**config.mk**
```make
export PLATFORM = sky130hd
export DESIGN_NAME = rwrf_front
export DESIGN_NICKNAME = d
export VERILOG_FILES = /design/src/design/rwrf_pkg.sv /design/src/design/rwrf_front.sv
export SDC_FILE = /design/constraint.sdc
export NUM_CORES = 1
export LEC_CHECK = 0
export BUFFER_PORTS_ARGS = -buffer_cell sky130_fd_sc_hd__buf_2
export CORE_ASPECT_RATIO = 1.4
export CORE_MARGIN = 2
export CORE_UTILIZATION = 45
export CTS_CLUSTER_SIZE = 10
export DETAILED_ROUTE_END_ITERATION = 8
export HOLD_SLACK_MARGIN = 0.03
export PLACE_DENSITY = 0.69
export SLEW_MARGIN = 20
export SYNTH_ARGS = -nofsm -noshare
export SYNTH_HDL_FRONTEND = slang
export SYNTH_SLANG_ARGS = --single-unit
```
**constraint.sdc**
```tcl
create_clock -name clk -period 4.1 [get_ports clk]
set_input_delay 0.205 -clock clk [delete_from_list [all_inputs] [get_ports clk]]
set_output_delay 0.205 -clock clk [all_outputs]
set_load 0.03 [all_outputs]
```
**src/design/rwrf_pkg.sv**
```systemverilog
// rwrf_pkg: shared constants, types and helpers of the rgb window rank filter
// no dependencies; imported by every module of the block except rwrf_queue
package rwrf_pkg;

  // window geometry
  localparam int WIN       = 3;
  localparam int TAPS      = WIN * WIN;
  localparam int MED_IDX   = TAPS / 2;
  localparam int RANK_W    = $clog2(TAPS);
  localparam int RING_ROWS = 2 * WIN;
  localparam int BANK_W    = $clog2(RING_ROWS);

  // field widths
  localparam int CH_W       = 8;
  localparam int NUM_CH     = 3;
  localparam int PIX_W      = NUM_CH * CH_W;
  localparam int WIDTH_W    = 11;
  localparam int HEIGHT_W   = 13;
  localparam int MODE_W     = 2;
  localparam int CFG_IDX_W  = 2;
  localparam int CFG_DATA_W = 13;
  localparam int GEOM_W     = 13;

  // defaults and queue depths
  localparam int MAX_WIDTH_DEF = 1024;
  localparam int CMD_DEPTH     = 4;
  localparam int RES_DEPTH     = 8;

  localparam logic [WIDTH_W-1:0]  WIDTH_RST  = 11'd640;
  localparam logic [HEIGHT_W-1:0] HEIGHT_RST = 13'd480;
  localparam logic [CH_W-1:0]     CH_MAX     = 8'd255;

  // register indexes
  localparam logic [CFG_IDX_W-1:0] CFG_IMAGE_WIDTH  = 2'd0;
  localparam logic [CFG_IDX_W-1:0] CFG_IMAGE_HEIGHT = 2'd1;
  localparam logic [CFG_IDX_W-1:0] CFG_FILTER_MODE  = 2'd2;

  typedef enum logic [MODE_W-1:0] {
    MODE_DILATE,
    MODE_ERODE,
    MODE_GRADIENT,
    MODE_MEDIAN
  } mode_t;

  typedef enum logic {
    OP_PIXEL,
    OP_DRAIN
  } opcode_t;

  typedef logic [BANK_W-1:0] bank_t;

  // one request from the front part to the line store
  typedef struct packed {
    logic                 we;
    bank_t                wbank;
    logic [PIX_W-1:0]     pix;
    logic                 emit;
    bank_t [WIN-1:0]      rbank;
    logic                 first;
    logic                 last;
    mode_t                mode;
  } cmd_t;

  // control travelling beside a gathered window
  typedef struct packed {
    logic  valid;
    logic  last;
    mode_t mode;
  } stage_t;

  // one result
  typedef struct packed {
    logic [CH_W-1:0] red;
    logic [CH_W-1:0] green;
    logic [CH_W-1:0] blue;
    logic            last;
  } res_t;

  function automatic bank_t bank_inc(bank_t b);
    return (b == bank_t'(RING_ROWS - 1)) ? '0 : bank_t'(b + 1'b1);
  endfunction

  function automatic bank_t bank_dec(bank_t b);
    return (b == '0) ? bank_t'(RING_ROWS - 1) : bank_t'(b - 1'b1);
  endfunction

endpackage

```
**src/design/rwrf_front.sv**
```systemverilog
// rwrf_front: configuration registers, frame position tracking and request build
// depends on rwrf_pkg
module rwrf_front #(
  parameter int MAX_WIDTH = rwrf_pkg::MAX_WIDTH_DEF
) (
  input  logic                                clk,
  input  logic                                rst_n,
  input  logic                                in_valid,
  output logic                                in_ready,
  input  logic                                in_opcode,
  input  logic [rwrf_pkg::CH_W-1:0]           in_red_in,
  input  logic [rwrf_pkg::CH_W-1:0]           in_green_in,
  input  logic [rwrf_pkg::CH_W-1:0]           in_blue_in,
  input  logic                                cfg_valid,
  output logic                                cfg_ready,
  input  logic [rwrf_pkg::CFG_IDX_W-1:0]      cfg_index,
  input  logic [rwrf_pkg::CFG_DATA_W-1:0]     cfg_data,
  input  logic                                cmd_space,
  output logic                                cmd_push,
  output rwrf_pkg::cmd_t                      cmd,
  output logic [$clog2(MAX_WIDTH)-1:0]        cmd_wcol,
  output logic [$clog2(MAX_WIDTH)-1:0]        cmd_rcol
);
  import rwrf_pkg::*;

  localparam int COL_W = $clog2(MAX_WIDTH);
  localparam int ROW_W = HEIGHT_W;

  logic [WIDTH_W-1:0]  width_r;
  logic [HEIGHT_W-1:0] height_r;
  mode_t               mode_r;

  logic [COL_W-1:0] in_col_r, in_col_nxt, out_col_r, out_col_nxt;
  logic [ROW_W-1:0] in_row_r, in_row_nxt, out_row_r, out_row_nxt;
  bank_t            in_bank_r, in_bank_nxt, out_bank_r, out_bank_nxt;

  logic [GEOM_W-1:0]   width_ext, w_eff, w_m1;
  logic [COL_W-1:0]    wlast;
  logic [HEIGHT_W-1:0] h_eff, hlast;
  logic accept, is_pix, frame_in, out_live, lag_ok;
  logic do_write, do_emit, emit_drain, is_last, geom_wr;

  // effective geometry
  always_comb begin
    width_ext = GEOM_W'(width_r);
    if (width_r == '0) begin
      w_eff = GEOM_W'(1);
    end else if (width_ext > GEOM_W'(MAX_WIDTH)) begin
      w_eff = GEOM_W'(MAX_WIDTH);
    end else begin
      w_eff = width_ext;
    end
    w_m1  = GEOM_W'(w_eff - 1'b1);
    wlast = w_m1[COL_W-1:0];
    h_eff = (height_r == '0) ? HEIGHT_W'(1) : height_r;
    hlast = HEIGHT_W'(h_eff - 1'b1);
  end

  // item classification
  assign in_ready   = cmd_space;
  assign cfg_ready  = 1'b1;
  assign accept     = in_valid && in_ready;
  assign is_pix     = (opcode_t'(in_opcode) == OP_PIXEL);
  assign frame_in   = (in_row_r >= h_eff);
  assign out_live   = (out_row_r < h_eff);
  assign lag_ok     = (in_row_r >= ROW_W'(2)) || ((in_row_r == ROW_W'(1)) && (in_col_r != '0));
  assign do_write   = accept && is_pix && !frame_in;
  assign emit_drain = accept && !is_pix && frame_in && out_live;
  assign do_emit    = (do_write && lag_ok && out_live) || emit_drain;
  assign is_last    = emit_drain && (out_row_r == hlast) && (out_col_r == wlast);
  assign geom_wr    = cfg_valid && ((cfg_index == CFG_IMAGE_WIDTH) ||
                                    (cfg_index == CFG_IMAGE_HEIGHT));

  // position counters
  always_comb begin
    in_col_nxt   = in_col_r;
    in_row_nxt   = in_row_r;
    in_bank_nxt  = in_bank_r;
    out_col_nxt  = out_col_r;
    out_row_nxt  = out_row_r;
    out_bank_nxt = out_bank_r;
    priority if (geom_wr || (do_emit && is_last)) begin
      in_col_nxt   = '0;
      in_row_nxt   = '0;
      in_bank_nxt  = '0;
      out_col_nxt  = '0;
      out_row_nxt  = '0;
      out_bank_nxt = '0;
    end else begin
      if (do_write) begin
        if (in_col_r == wlast) begin
          in_col_nxt  = '0;
          in_row_nxt  = ROW_W'(in_row_r + 1'b1);
          in_bank_nxt = bank_inc(in_bank_r);
        end else begin
          in_col_nxt = COL_W'(in_col_r + 1'b1);
        end
      end
      if (do_emit) begin
        if (out_col_r == wlast) begin
          out_col_nxt  = '0;
          out_row_nxt  = ROW_W'(out_row_r + 1'b1);
          out_bank_nxt = bank_inc(out_bank_r);
        end else begin
          out_col_nxt = COL_W'(out_col_r + 1'b1);
        end
      end
    end
  end

  always_ff @(posedge clk) begin
    if (!rst_n) begin
      in_col_r   <= '0;
      in_row_r   <= '0;
      in_bank_r  <= '0;
      out_col_r  <= '0;
      out_row_r  <= '0;
      out_bank_r <= '0;
    end else begin
      in_col_r   <= in_col_nxt;
      in_row_r   <= in_row_nxt;
      in_bank_r  <= in_bank_nxt;
      out_col_r  <= out_col_nxt;
      out_row_r  <= out_row_nxt;
      out_bank_r <= out_bank_nxt;
    end
  end

  // configuration registers
  always_ff @(posedge clk) begin
    if (!rst_n) begin
      width_r  <= WIDTH_RST;
      height_r <= HEIGHT_RST;
      mode_r   <= MODE_DILATE;
    end else if (cfg_valid) begin
      unique case (cfg_index)
        CFG_IMAGE_WIDTH:  width_r  <= cfg_data[WIDTH_W-1:0];
        CFG_IMAGE_HEIGHT: height_r <= cfg_data[HEIGHT_W-1:0];
        CFG_FILTER_MODE:  mode_r   <= mode_t'(cfg_data[MODE_W-1:0]);
        default: ;
      endcase
    end
  end

  // request towards the line store, rows and columns clamped at the edges
  always_comb begin
    cmd          = '0;
    cmd.we       = do_write;
    cmd.wbank    = in_bank_r;
    cmd.pix      = {in_red_in, in_green_in, in_blue_in};
    cmd.emit     = do_emit;
    cmd.rbank[0] = (out_row_r == '0) ? out_bank_r : bank_dec(out_bank_r);
    cmd.rbank[1] = out_bank_r;
    cmd.rbank[2] = (out_row_r == hlast) ? out_bank_r : bank_inc(out_bank_r);
    cmd.first    = (out_col_r == '0);
    cmd.last     = is_last;
    cmd.mode     = mode_r;
  end

  assign cmd_push = do_write || do_emit;
  assign cmd_wcol = in_col_r;
  assign cmd_rcol = (out_col_r == wlast) ? out_col_r : COL_W'(out_col_r + 1'b1);

endmodule

```
==> results.json <==
{
  "rsz0062_at_grt": "yes",
  "ys.flop_type": "dfxtp_1",
  "drcViolationCount": 0,
  "setup_tns_ns": 0,
  "postLayoutCellArea_um2": 7615,
  "cts_sinks": 78,
  "grt.met3_usage": 0.02920,
  "initialDrtViolationCount": 383,
  "outcome": "completed",
  "layout_min_cycle_time_ns": 4.063,
  "cts_tree": "yes",
  "cts_buffer_depth": 2,
  "slew_violations": 0,
  "place_congestion": 0.9295,
  "intPower_mw": 1.411,
  "cts_max_level": 3,
  "avgViaCountPerCell": 5.934,
  "clockRootBuffer": "clkbuf_16",
  "pre_cts_ws_ns": 0.1339,
  "peakVddDrop_v": 0.0002018,
  "p_leak_nw": 2.975,
  "first_global_vias": 6039,
  "clock.fmax_ghz": 0.2462,
  "synthMuxAreaShare": 0.01801,
  "vias": 6379,
  "synthAdderAreaFrac": 0.07634,
  "synth-seq-cells": 78,
  "grt.busiest_layer": "met2",
  "power_density_nw_per_um2": 252.1,
  "port_buffers": 60,
  "area_delta_synth_final_pct": 19.12,
  "slew_headroom": 0.3675,
  "setup_ws_ns": 0.03744,
  "startpoint": "width_r[8]",
  "final_nets": 969,
  "clk_latency_ns": 0.34,
  "final.period_utilization": 0.9909,
  "post-place-cells": 1042,
  "grt_usage": 0.2479,
  "arrival_ns": 3.86,
  "synth_edf_count": 0,
  "diodes": 0,
  "grt_max_degree": 35,
  "ant_nets": 0,
  "synth-xor-area-share": 0.08299,
  "required_ns": 3.89,
  "async_flop_share": 0,
  "final_common_cell": "nand2_1",
  "wire_per_inst_um": 17.82,
  "initial_core_util": 0.4595,
  "worst_setup_path_end_kind": "primary output",
  "fin_util": 0.5474,
  "final_cells": 1075,
  "syn_area_um2": 6392,
  "finalHoldViolations": 0,
  "p_sw_frac": 0.2648,
  "synth_compound_area_frac": 0.1828,
  "hp-class": "in -> reg",
  "io_pins": 110,
  "syn_nets": 923,
  "core_area_um2": 13910,
  "die_h_um": 145.0,
  "grt_use_met1": 0.2817,
  "yosys.area_share.simple": 0.3016,
  "cap_violations": 0,
  "drt-pass1-iter-count": 5,
  "antenna_found_initial": 0,
  "ys_warn_count": 0,
  "p_seq_frac": 0.404,
  "holdWs_ns": 0.1200,
  "ys_types": 71,
  "synth_seq_area_share": 0.2443,
  "die_w_um": 104.7,
  "fin_skew_ns": 0.007319,
  "startpoint_type": "register",
  "synth_area_per_cell_um2": 7.619,
  "drive_gt1_frac": 0.2258,
  "dp_hpwl_um": 14280,
  "p_sw_mw": 0.5084,
  "cts_buffers": 9,
  "drt-total-wl_um": 19150,
  "total_power_mw": 1.920,
  "cts.clk_slew.worst_paths_ns": 0.06,
  "die_area_um2": 15190,
  "grt_pass1_wl_um": 30510,
  "placed_area_um2": 6963,
  "synth_top_family_by_area": "simple AND/OR/NAND/NOR gates",
  "hold_buffers": 0,
  "timing.rr.start": "width_r[8]",
  "final_cell_mix": "87 x nand2_1, 75 x dfxtp_1, 58 x buf_4",
  "tightest_slew_ns": 0.9453,
  "postSynthCellCount": 839,
  "setup_violations": 0,
  "crit_fanout": 8,
  "pwr-share-comb": 0.143,
  "crit_type": "reg -> out",
  "min-delay-start": "cfg_data[12]",
  "num_rows": 51,
  "grt.met2_usage": 0.4344,
  "grt_remaining_overflow": 0,
  "pwr-share-clk": 0.454
}
-- cells in the mapped netlist (all sizes together), types with 2 or more instances --
cell | number | area [um^2]
mux2i | 7 | 70.07
o31ai | 8 | 65.06
and3 | 14 | 87.58
o21ai | 30 | 150.1
nand4b | 7 | 61.31
nand2 | 95 | 356.6
nand4 | 22 | 137.6
buf | 45 | 304.1
o22ai | 2 | 12.51
nor4 | 23 | 207.7
and4 | 5 | 43.79
a21boi | 19 | 142.6
nand3 | 25 | 125.1
xor2 | 17 | 148.9
nor2b | 9 | 56.30
a31o | 2 | 17.52
o311a | 2 | 20.02
a211oi | 7 | 52.55
nand2b | 14 | 87.58
or2 | 6 | 37.54
nor3 | 18 | 90.09
dfxtp | 78 | 1562
inv | 40 | 150.1
o211ai | 10 | 75.07
nor2 | 58 | 220.2
xnor2 | 41 | 359.1
a31oi | 8 | 50.05
a21oi | 53 | 265.3
nor3b | 9 | 72.57
mux2 | 4 | 45.04
o221ai | 5 | 43.79
a2111oi | 3 | 32.53
o32ai | 3 | 26.28
and2 | 3 | 18.77
or4 | 18 | 138.9
a21o | 6 | 45.04
o21a | 3 | 22.52
clkbuf | 38 | 142.6
or3b | 4 | 35.03
o2111ai | 4 | 35.03
nand3b | 5 | 37.54
ha | 39 | 488.0
or3 | 12 | 75.07
-- worst paths after layout --
check                 endpoint  slack [ns]  depth (start not counted)
setup / recovery   cmd_rcol[6]        0.04                         12
hold / removal    height_r[12]        0.12                          3
setup reg to reg  out_row_r[5]        0.17                         13
hold reg to reg    height_r[1]        0.51                          2
-- repair_timing --
action | 4_1_cts | 5_1_grt
resized for setup | 23 | 34
pin swaps | 13 | 24
endpoints found under the setup margin | 11 | 28
endpoints found under the hold margin | 0 | 0
setup buffers | 7 | 9
cloned | 1 | 0
-- metal layers --
layer / up-vias / wire (um)
li1: 3073 / -
met1: 3000 / 7421
met2: 235 / 9704
met3: 71 / 971
met4: 0 / 1054
met5: - / 0
-- logic make-up after synthesis --
| kind of cell | Yosys count |
|---|---|
| buffers and inverters | 123 |
| AOI/OAI and AO/OA | 177 |
| xor gates and xnor gates | 59 |
| and+or+nand+nor | 351 |
| DFF | 78 |
| adders and majority gates | 39 |
| other | 1 |
| muxes | 11 |
-- flip-flops by register name (all words and copies together), names as in the netlist --
name and flops:
cmd_wcol 10, height_r 13, in_bank_r 3, in_row_r 13, mode_r 2, out_bank_r 3
out_col_r 10, out_row_r 13, width_r 11
-- critical path: stages, from the launching register on --
cell and delay [ns]:
dfxtp_2 0.32, or4_4 0.56, nor4_4 0.21, o21ai_2 0.14
ha_4 0.21, buf_12 0.13, xnor3_1 0.29, o21ai_0 0.09
or4_4 0.49, or4_4 0.62, nand2_2 0.12, xnor2_1 0.14
buf_4 0.19
-- area by class of cell --
type | count | area, um^2
Fill cell | 1409 | 6296
Multi-Input combinational cell | 639 | 4529
Sequential cell | 78 | 1570
Timing Repair Buffer | 117 | 818.3
Tap cell | 185 | 231.5
Clock buffer | 10 | 229.0
Inverter | 40 | 150.1
Clock inverter | 6 | 86.33
-- power by group through the flow --
stage / Sequential [mW] / Combinational [mW] / Clock [mW]
2_1_floorplan: 0.795 / 0.213 / 0
3_3_place_gp: 0.792 / 0.252 / 0
3_5_place_dp: 0.792 / 0.252 / 0
4_1_cts: 0.775 / 0.261 / 0.879
5_1_grt: 0.776 / 0.295 / 0.910
6_report: 0.775 / 0.274 / 0.871
No activity file was read; power rests on OpenSTA's default activity.
