<file path="src/design/rwrf_queue.sv">
// rwrf_queue: small first-in first-out queue of flat words
// depends on nothing; used between front and line store and for results
module rwrf_queue #(
  parameter int WIDTH = 8,
  parameter int DEPTH = 4
) (
  input  logic                       clk,
  input  logic                       rst_n,
  input  logic                       push,
  input  logic [WIDTH-1:0]           wdata,
  input  logic                       pop,
  output logic [WIDTH-1:0]           rdata,
  output logic                       not_empty,
  output logic                       space,
  output logic [$clog2(DEPTH+1)-1:0] count
);
  localparam int PTR_W = (DEPTH > 1) ? $clog2(DEPTH) : 1;
  localparam int CNT_W = $clog2(DEPTH + 1);

  logic [WIDTH-1:0] slot_r [DEPTH];
  logic [PTR_W-1:0] wptr_r, wptr_nxt, rptr_r, rptr_nxt;
  logic [CNT_W-1:0] cnt_r, cnt_nxt;

  // pointer and count update
  always_comb begin
    wptr_nxt = wptr_r;
    rptr_nxt = rptr_r;
    cnt_nxt  = cnt_r;
    if (push) begin
      wptr_nxt = (wptr_r == PTR_W'(DEPTH - 1)) ? '0 : PTR_W'(wptr_r + 1'b1);
    end
    if (pop) begin
      rptr_nxt = (rptr_r == PTR_W'(DEPTH - 1)) ? '0 : PTR_W'(rptr_r + 1'b1);
    end
    if (push && !pop) begin
      cnt_nxt = CNT_W'(cnt_r + 1'b1);
    end else if (pop && !push) begin
      cnt_nxt = CNT_W'(cnt_r - 1'b1);
    end
  end

  always_ff @(posedge clk) begin
    if (!rst_n) begin
      wptr_r <= '0;
      rptr_r <= '0;
      cnt_r  <= '0;
    end else begin
      wptr_r <= wptr_nxt;
      rptr_r <= rptr_nxt;
      cnt_r  <= cnt_nxt;
    end
  end

  // storage
  always_ff @(posedge clk) begin
    if (push) begin
      slot_r[wptr_r] <= wdata;
    end
  end

  assign rdata     = slot_r[rptr_r];
  assign not_empty = (cnt_r != '0);
  assign space     = (cnt_r != CNT_W'(DEPTH));
  assign count     = cnt_r;

endmodule

</file>
<file path="config.mk">
export PLATFORM = sky130hd
export DESIGN_NAME = rwrf_queue
export DESIGN_NICKNAME = d
export VERILOG_FILES = /design/src/design/rwrf_queue.sv
export SDC_FILE = /design/constraint.sdc
export NUM_CORES = 1
export LEC_CHECK = 0
export ABC_AREA = 1
export BUFFER_PORTS_ARGS = -buffer_cell sky130_fd_sc_hd__buf_2
export CORE_MARGIN = 2
export CORE_UTILIZATION = 28
export DETAILED_ROUTE_END_ITERATION = 10
export SLEW_MARGIN = 10
export SYNTH_ARGS = -nofsm -noshare
export SYNTH_HDL_FRONTEND = slang
export SYNTH_SLANG_ARGS = --single-unit
</file>
<file path="constraint.sdc">
create_clock -name clk -period 1.25 [get_ports clk]
set_input_delay 0.0625 -clock clk [delete_from_list [all_inputs] [get_ports clk]]
set_output_delay 0.0625 -clock clk [all_outputs]
set_load 0.1 [all_outputs]
</file>
==> impl_metrics.yaml, run 1 <==
timing:
  whs_ns: 0.0501
  peak_freq_ghz: 0.707
  final_critical_path_time_including_i_o_delays_and_setup_ns: 1.41
  worst_pin_slew_ns: 0.483
  setup_violations: 8
  unrepaired_setup_endpoints_after_global_routing: "yes"
  finalClockSkew_ns: 0.0105
  slew_headroom_pct: 68.0
  fin_ws_ns: -0.164
  finalHoldViolCount: 0
  timing.final.crit_share_pct: 113
  timing.final.max_slew_violations: 0
drt:
  first_pass_iteration_count_of_the_detailed_router: 4
  detailed_route_wire_length_per_cell_um: 12.6
  met2_wirelength_mm: 1.69
  route.antenna.remaining_nets: 0
  detailedRoute.firstIterationViolations: 48
  remaining_drc_errors: 0
  routed_wirelength_mm: 3.29
  drt-vias-per-instance: 4.38
  detailroute.via_count: 1144
  post_route_met1_wirelength_mm: 1.45
  met3_wirelength_um: 114
  highest-signal-layer: "met4"
worst_setup_path:
  worst-path-max-fanout: 16
  start_kind: "flip-flop"
  critical-path-max-stage-delay_ns: 0.43
  path_delay_family: "flip-flops"
  crit_arrival_ns: 1.35
  worstReg2RegStart: "count[0]$_SDFFE_PN0P_"
  path_cells: "inv_8 -> buf_4 -> o21ai_4 -> o22ai_4 -> buf_12"
  critPathKind: "flip-flop to output port"
  crit_path_end_kind: "output port"
  timing.critical_path.buf_inv: 3
  worst_ep_required_time_ns: 1.19
  critical-path-slowest-cell: "dfxtp_4"
place:
  dp_hpwl_mm: 2.31
  port_buffers: 24
  dp_cells: 245
  gpl.final_weighted_congestion: 0.704
synthesis:
  yosysWarnings: 0
  yosysSeqAreaShare_pct: 69.0
  post_synthesis_register_bit_count: 41
  yosys.area.top_type: "edfxtp_1"
  netlist_instances: 136
  synthDominantCellAreaShare_pct: 58.1
  post_syn_area_per_cell_um2: 12.2
  synth_nets: 155
  syn_area_um2: 1650
  synthTopCellsByArea: "edfxtp_1 58%, dfxtp_1 11%, o21ai_0 4.8%"
  netlist-cell-type-count: 18
global_routing:
  overflow: 0
  grt_pass1_wl_mm: 5.60
  grt_antenna_before_repair: 0
  first_global_vias: 1166
  global_route.usage.total_pct: 11.6
  largest_net_degree_at_the_start_of_global_routing: 17
layout:
  layout_commonest_cell: "edfxtp_1"
  n_antenna_cell: 0
  layout-drive-gt1-share_pct: 43.4
  fill_cells: 526
  areaGrowthSynthToFinish_pct: 55.9
  finish.cell_count_without_fillers: 261
  layout_common_cells: "32 x edfxtp_1, 17 x nor2_1, 15 x inv_1"
  fin_nets: 207
power_and_ir_drop:
  power.density_nw_per_um2: 1410
  leakage_power_summed_over_all_cells_nw: 0.996
  vdd_ir_drop_max_v: 0.000700
floorplan:
  chipWidth_um: 80.9
  dieArea_um2: 6540
  die_h_um: 80.9
  floorplan.rows: 27
  initial_core_util_pct: 29.5
  coreArea_um2: 5610
  io_pins: 25
cts:
  clk-insertion-delay-late_ns: 0.29
  cts_buffers: 5
  htreeDepth: 2
  worst_setup_hold_path_clk_slew_ns: 0.08
  clk_root_buffer_cell: "clkbuf_8"
  cts_tree: "yes"
  buffer_depth_of_the_longest_clock_path: 2
  clkSinkCount: 41
hold_path:
  min-delay-start: "rst_n"
  min-delay-path-class: "input port to flip-flop"
status:
  failed_checks: "negative setup slack"
  status: "finished with violations"
flow_run:
  cap_viol_max_count: 0
## cell usage after synthesis
master	instances
nand4_1	1
inv_1	17
buf_6	2
nand3_1	3
fa_1	1
o21ai_2	2
nor3_1	2
nor2_1	19
o21ai_1	2
ha_1	6
a21oi_1	5
dfxtp_1	9
nand2_1	8
o21ai_0	16
edfxtp_1	32
inv_2	1
nor2_2	2
o22ai_1	8
## sequential cells by signal (all words and copies together) (netlist names), named ones only
name    flops
rptr_r      2
slot_r     32
count       3
wptr_r      2
## layer usage
layer | track usage, % | vias to the layer above
li1 | - | 583
met1 | 13.6 | 531
met2 | 20.7 | 25
met3 | 2.78 | 5
met4 | 4.07 | 0
met5 | 0 | -
## power breakdown
part / total, mW / internal, mW / switching, mW
combinational: 1.20 / 0.430 / 0.774
sequential: 1.60 / 1.55 / 0.0512
clock: 0.824 / 0.386 / 0.438
total: 3.63 / 2.36 / 1.26
## cell families (layout without fill, tap and decap cells)
logic type / after synthesis / after routing / share of synthesized area, %
adder cells (fa/ha/maj): 7 / 7 / 5.75
buffers and inverters: 20 / 73 / 5.45
flip-flops: 41 / 41 / 69.0
AO/OA/AOI/OAI: 33 / 33 / 11.0
AND/OR/NAND/NOR: 35 / 35 / 8.77
## repair_timing
action	in CTS	in global routing
pin swaps	10	3
endpoints found under the hold margin	29	0
hold buffers	8	0
gates resized for setup	36	7
buffers inserted	0	0
endpoints found under the setup margin	8	20
## per-stage QoR
step | utilization, % | setup TNS, ns | area [um2] | power (mW) | worst slack [ns]
floorplan | - | -0.0402 | 1800 | 2.37 | -0.0290
global placement | 41.0 | 0 | 2300 | 2.75 | 0.00186
detailed placement | 41.0 | -0.0384 | 2300 | 2.76 | -0.0384
CTS | 45.6 | -1.13 | 2560 | 3.66 | -0.151
global route | 46.0 | -1.58 | 2580 | 3.77 | -0.216
finish | 46.0 | -1.04 | 2580 | 3.63 | -0.164
## cell type report
type | count | area, um2 | share of cell area, %
timing repair buffer | 47 | 528 | 20.5
sequential | 41 | 1160 | 44.9
tap | 72 | 90.1 | 3.49
clock buffer | 5 | 68.8 | 2.67
inverter | 18 | 82.6 | 3.20
multi-input combinational | 75 | 633 | 24.6
clock inverter | 3 | 17.5 | 0.679
## worst min-delay path, delay by kind of cell
kind / cells / cell delay, ns
buf+inv: 1 / 0.14
simple gates: 2 / 0.10
## final timing paths
path                                          endpoint  slack, ns  cells past startpoint
worst max-delay path                          rdata[5]      -0.16                      5
worst min-delay path             count[2]$_SDFFE_PN0P_       0.05                      3
worst max register to register   count[2]$_SDFFE_PN0P_       0.11                      6
worst min register to register  wptr_r[1]$_SDFFE_PN0P_       0.54                      2
Power figures use the tool's default switching activity.
==> run 2, diff against run 1 <==
--- a/config.mk
+++ b/config.mk
@@ -7,6 +7,7 @@
 export LEC_CHECK = 0
 export ABC_AREA = 1
 export BUFFER_PORTS_ARGS = -buffer_cell sky130_fd_sc_hd__buf_2
+export CORE_ASPECT_RATIO = 1.1
 export CORE_MARGIN = 2
 export CORE_UTILIZATION = 28
 export DETAILED_ROUTE_END_ITERATION = 10
==> run 2 against run 1 <==
Effect of this change: the run still ends with negative setup slack left; sequential cell count is the same; non-clock buffer count grew 2; clock-buffer cell count grew 3; critical endpoint is now rdata[6].
==> impl_metrics.yaml, run 2 (synthesis results as in run 1) <==
layout:
  n_antenna_cell: 0
  fill_cells: 542
  final_core_util_pct: 45.0
  layout_common_cells: "32 x edfxtp_1, 16 x inv_1, 15 x buf_12"
  largest_register_ffs: 32
  max_flop_register: "slot_r"
  layout_commonest_cell: "edfxtp_1"
  fin_nets: 209
  layout-drive-gt1-share_pct: 42.4
  areaGrowthSynthToFinish_pct: 56.0
timing:
  final_critical_path_time_including_i_o_delays_and_setup_ns: 1.40
  slew_headroom_pct: 68.0
  timing.final.crit_share_pct: 112
  fin_ws_ns: -0.149
  worst_pin_slew_ns: 0.484
  finalSetupTns_ns: -1.04
  unrepaired_setup_endpoints_after_global_routing: "yes"
  finalHoldViolCount: 0
  setup_violations: 8
  peak_freq_ghz: 0.715
  finalClockSkew_ns: 0.00443
  timing.final.max_slew_violations: 0
worst_setup_path:
  timing.rr.end: "count[2]$_SDFFE_PN0P_"
  timing.critical_path.buf_inv: 3
  worst-path-max-fanout: 12
  critical_path.endpoint: "rdata[6]"
  crit_arrival_ns: 1.34
  worstReg2RegStart: "count[0]$_SDFFE_PN0P_"
  critPathKind: "flip-flop to output port"
  critical-path-slowest-cell: "dfxtp_4"
  path_cells: "inv_8 -> buf_6 -> nor2_2 -> o22ai_4 -> buf_12"
  r2r.worst_path.cells: 6
  path_delay_family: "buffers and inverters"
  timing.critical_path.depth: 5
  start_kind: "flip-flop"
  setup.reg_to_reg.worst_slack_ns: 0.10
  critical-path-max-stage-delay_ns: 0.39
  worst_ep_required_time_ns: 1.19
  crit_path_end_kind: "output port"
cts:
  htreeDepth: 2
  cts_tree: "yes"
  clk-insertion-delay-late_ns: 0.28
  cts_buffers: 5
  clkSinkCount: 41
  worst_setup_hold_path_clk_slew_ns: 0.07
  clk_root_buffer_cell: "clkbuf_8"
  buffer_depth_of_the_longest_clock_path: 2
floorplan:
  die_h_um: 84.6
  coreArea_um2: 5730
  floorplan.rows: 29
  dieArea_um2: 6540
  initial_core_util_pct: 28.9
  io_pins: 25
  chipWidth_um: 77.3
drt:
  routed_wirelength_mm: 3.04
  first_pass_iteration_count_of_the_detailed_router: 4
  drt-vias-per-instance: 4.31
  detailedRoute.firstIterationViolations: 68
  remaining_drc_errors: 0
  detailroute.via_count: 1154
  detailed_route_wire_length_per_cell_um: 11.3
  route.antenna.remaining_nets: 0
place:
  port_buffers: 24
  dp_hpwl_mm: 2.29
  gpl.final_weighted_congestion: 0.661
global_routing:
  global_route.usage.total_pct: 10.4
  largest_net_degree_at_the_start_of_global_routing: 13
  first_global_vias: 1149
  overflow: 0
  grt_antenna_before_repair: 0
  grt_pass1_wl_mm: 5.22
power_and_ir_drop:
  finalPower_mw: 3.60
  power.density_nw_per_um2: 1390
  vdd_ir_drop_max_v: 0.000713
  leakage_power_summed_over_all_cells_nw: 0.996
flow_run:
  cap_viol_max_count: 0
status:
  failed_checks: "negative setup slack"
  status: "finished with violations"
hold_path:
  min-delay-path-class: "input port to flip-flop"
[run 2: cell count changes in the layout (fill, tap and decap cells not counted), moves of 3 or more]
cell	previous run	this run
buf_6	0	3
o21ai_1	5	8
nor2_4	0	3
nor2_1	17	13
o21ai_4	5	1
clkbuf_1	0	3
[run 2: per-stage QoR]
step | hold WS [ns] | setup slack, ns | instances | instance area (um2)
floorplan | 0.161 | -0.0290 | 136 | 1800
global placement | 0.281 | -0.00609 | 250 | 2320
detailed placement | 0.284 | -0.0870 | 250 | 2320
CTS | 0.0434 | -0.186 | 268 | 2560
global route | 0.0600 | -0.232 | 268 | 2580
finish | 0.0474 | -0.149 | 268 | 2580
[run 2: layout make-up]
cell class	instances	area, um2	share of cell area, %
multi-input cells	75	613	23.8
inverters	18	80.1	3.10
flip-flops and latches	41	1160	44.9
repair buffers	49	552	21.4
well taps	77	96.3	3.73
clock buffers	8	80.1	3.10
[run 2: worst register-to-register path, stage by stage, from the launching register on]
cell and delay, ns:
dfxtp_4 0.35, fa_2 0.39, nand2_1 0.10, nand3_1 0.08, nand2_1 0.06, inv_1 0.03, nor2_1 0.08
[run 2: worst min path at each step]
stage                              to     start  slack (ns)  depth (start not counted)
2_1_floorplan  slot_r[0][0]$_DFFE_PP_  wdata[0]        0.16                          0
3_3_place_gp   slot_r[0][0]$_DFFE_PP_  wdata[0]        0.28                          1
3_5_place_dp   slot_r[0][1]$_DFFE_PP_  wdata[1]        0.28                          1
4_1_cts         count[2]$_SDFFE_PN0P_     rst_n        0.04                          3
5_1_grt        wptr_r[0]$_SDFFE_PN0P_     rst_n        0.06                          3
6_report        count[2]$_SDFFE_PN0P_     rst_n        0.05                          3
[run 2: what timing repair did]
action	4_1_cts	5_1_grt
gates resized for setup	31	7
setup endpoints to repair	8	30
pin swaps	3	5
buffers inserted	2	0
hold buffers	8	0
hold endpoints to repair	31	0
[run 2: where the power goes]
part | leakage (nW) | switching (mW) | internal (mW)
sequential | 0.372 | 0.0483 | 1.55
clock | 0.0395 | 0.404 | 0.396
combinational | 0.585 | 0.760 | 0.439
[run 2: routing by layer]
metal	global-route usage [%]	routed length (um)
met1	11.6	1250
met2	18.6	1620
met3	3.12	120
met4	3.90	49
met5	0	0
==> run 3, diff against run 2 <==
--- a/config.mk
+++ b/config.mk
@@ -11,6 +11,7 @@
 export CORE_MARGIN = 2
 export CORE_UTILIZATION = 28
 export DETAILED_ROUTE_END_ITERATION = 10
+export SETUP_SLACK_MARGIN = 0.5
 export SLEW_MARGIN = 10
 export SYNTH_ARGS = -nofsm -noshare
 export SYNTH_HDL_FRONTEND = slang
==> run 3 against run 2 <==
Effect of this change: final cell count up 1.5%; the flow still finishes with violations (negative setup slack); largest power group unchanged; critical path depth unchanged; clock power is 2% higher; non-clock buffer count increased by 4; design area is 12% higher; die area unchanged.
==> impl_metrics.yaml, run 3 (synthesis results as in run 1) <==
timing:
  unrepaired_setup_endpoints_after_global_routing: "yes"
  setup_violations: 8
  finalHoldViolCount: 0
  final_critical_path_time_including_i_o_delays_and_setup_ns: 1.39
  finalSetupTns_ns: -0.981
  slew_headroom_pct: 77.8
  whs_ns: 0.0552
  peak_freq_ghz: 0.718
  timing.final.max_slew_violations: 0
  worst_pin_slew_ns: 0.329
  timing.final.crit_share_pct: 111
  finalClockSkew_ns: 0.00616
  fin_ws_ns: -0.143
drt:
  drt-vias-per-instance: 4.45
  first_pass_iteration_count_of_the_detailed_router: 5
  detailroute.via_count: 1211
  highest-signal-layer: "met4"
  route.antenna.remaining_nets: 0
  routed_wirelength_mm: 3.66
  post_route_met1_wirelength_mm: 1.51
  met3_wirelength_um: 167
  remaining_drc_errors: 0
  detailed_route_wire_length_per_cell_um: 13.5
  met2_wirelength_mm: 1.96
  detailedRoute.firstIterationViolations: 79
layout:
  area.sequential_um2: 1170
  layout_commonest_cell: "edfxtp_1"
  areaGrowthSynthToFinish_pct: 74.7
  largest_register_ffs: 32
  finish.cell_count_without_fillers: 272
  fin_nets: 213
  n_antenna_cell: 0
  final_area_um2: 2890
  layout-drive-gt1-share_pct: 62.1
  final_core_util_pct: 50.4
  layout_common_cells: "32 x edfxtp_1, 15 x buf_12, 12 x nor2_1"
  multi_input_comb_area_um2: 791
  fill_cells: 529
  max_flop_register: "slot_r"
power_and_ir_drop:
  vdd_ir_drop_max_v: 0.000713
  power.density_nw_per_um2: 1340
  leakage_power_summed_over_all_cells_nw: 1.07
  finalPower_mw: 3.87
hold_path:
  min-delay-start: "rst_n"
  whs_path_depth: 3
  timing.hold.worst_endpoint: "wptr_r[1]$_SDFFE_PN0P_"
  min-delay-path-class: "input port to flip-flop"
worst_setup_path:
  start_kind: "flip-flop"
  setup.reg_to_reg.worst_slack_ns: 0.06
  r2r.worst_path.cells: 6
  critPathKind: "flip-flop to output port"
  worst-path-max-fanout: 16
  crit_arrival_ns: 1.33
  timing.rr.end: "count[2]$_SDFFE_PN0P_"
  worst_ep_required_time_ns: 1.19
  crit_path_end_kind: "output port"
  worstReg2RegStart: "count[0]$_SDFFE_PN0P_"
floorplan:
  coreArea_um2: 5730
  die_h_um: 84.6
  dieArea_um2: 6540
  chipWidth_um: 77.3
  io_pins: 25
  initial_core_util_pct: 28.9
  floorplan.rows: 29
cts:
  clkSinkCount: 41
  clk_root_buffer_cell: "clkbuf_8"
  cts_tree: "yes"
  htreeDepth: 2
  cts_buffers: 5
  clk-insertion-delay-late_ns: 0.29
  worst_setup_hold_path_clk_slew_ns: 0.07
  buffer_depth_of_the_longest_clock_path: 2
global_routing:
  largest_net_degree_at_the_start_of_global_routing: 17
  first_global_vias: 1218
  global_route.usage.total_pct: 11.8
  grt_antenna_before_repair: 0
  overflow: 0
  grt_pass1_wl_mm: 6.02
status:
  status: "finished with violations"
  failed_checks: "negative setup slack"
place:
  dp_cells: 242
  port_buffers: 24
  postPlaceCellArea_um2: 2340
  dp_hpwl_mm: 2.26
  gpl.final_weighted_congestion: 0.675
  dp_worst_setup_slack_ns: -0.0827
flow_run:
  cap_viol_max_count: 0
-- run 3: cell count changes in the layout (fill, tap and decap cells not counted), moves of 4 or more --
cell	before	now
inv_8	1	8
inv_1	16	6
ha_4	0	5
nand2_1	8	2
nand2_4	0	4
o21ai_2	7	11
buf_6	3	10
ha_1	6	1
-- run 3: routing by layer --
| metal | global-route usage (%) | vias to the layer above |
|---|---|---|
| met5 | 0 | - |
| met4 | 3.41 | 0 |
| met3 | 3.76 | 5 |
| met2 | 20.0 | 26 |
| met1 | 14.6 | 587 |
| li1 | - | 593 |
-- run 3: cell type report --
type | count | area share (%)
clock buffers | 6 | 2.51
clock inverters | 2 | 0.346
inverters | 18 | 4.68
multi-input cells | 75 | 27.4
flip-flops and latches | 41 | 40.5
well taps | 77 | 3.33
repair buffers | 53 | 21.3
-- run 3: worst max-delay path by stage --
stage                               start                     to  slack, ns  cells after the start
floorplan           count[0]$_SDFFE_PN0P_  count[2]$_SDFFE_PN0P_      -0.03                      7
global placement                      pop  count[2]$_SDFFE_PN0P_      0.003                     11
detailed placement                    pop  count[2]$_SDFFE_PN0P_      -0.08                     10
CTS                             flip-flop               rdata[7]      -0.17                      4
global route                    flip-flop               rdata[7]      -0.20                      5
finish                          flip-flop               rdata[7]      -0.14                      5
-- run 3: power breakdown --
part / switching [mW] / internal (mW) / total, mW / leakage (nW)
clock network: 0.430 / 0.387 / 0.817 / 0.0450
logic: 0.863 / 0.576 / 1.44 / 0.652
registers: 0.0644 / 1.55 / 1.61 / 0.373
-- run 3: repair_timing --
item,CTS,global route
gates resized for setup,61,24
endpoints found under the hold margin,32,0
setup endpoints to repair,54,54
hold buffers,8,0
cloned,0,0
pin swaps,14,12
buffers inserted,11,3
-- run 3: worst max-delay path: stages, from the launching register on --
cell     delay [ns]
dfxtp_4        0.38
inv_8          0.13
buf_6          0.12
nor2_4         0.03
o22ai_4        0.19
buf_12         0.20
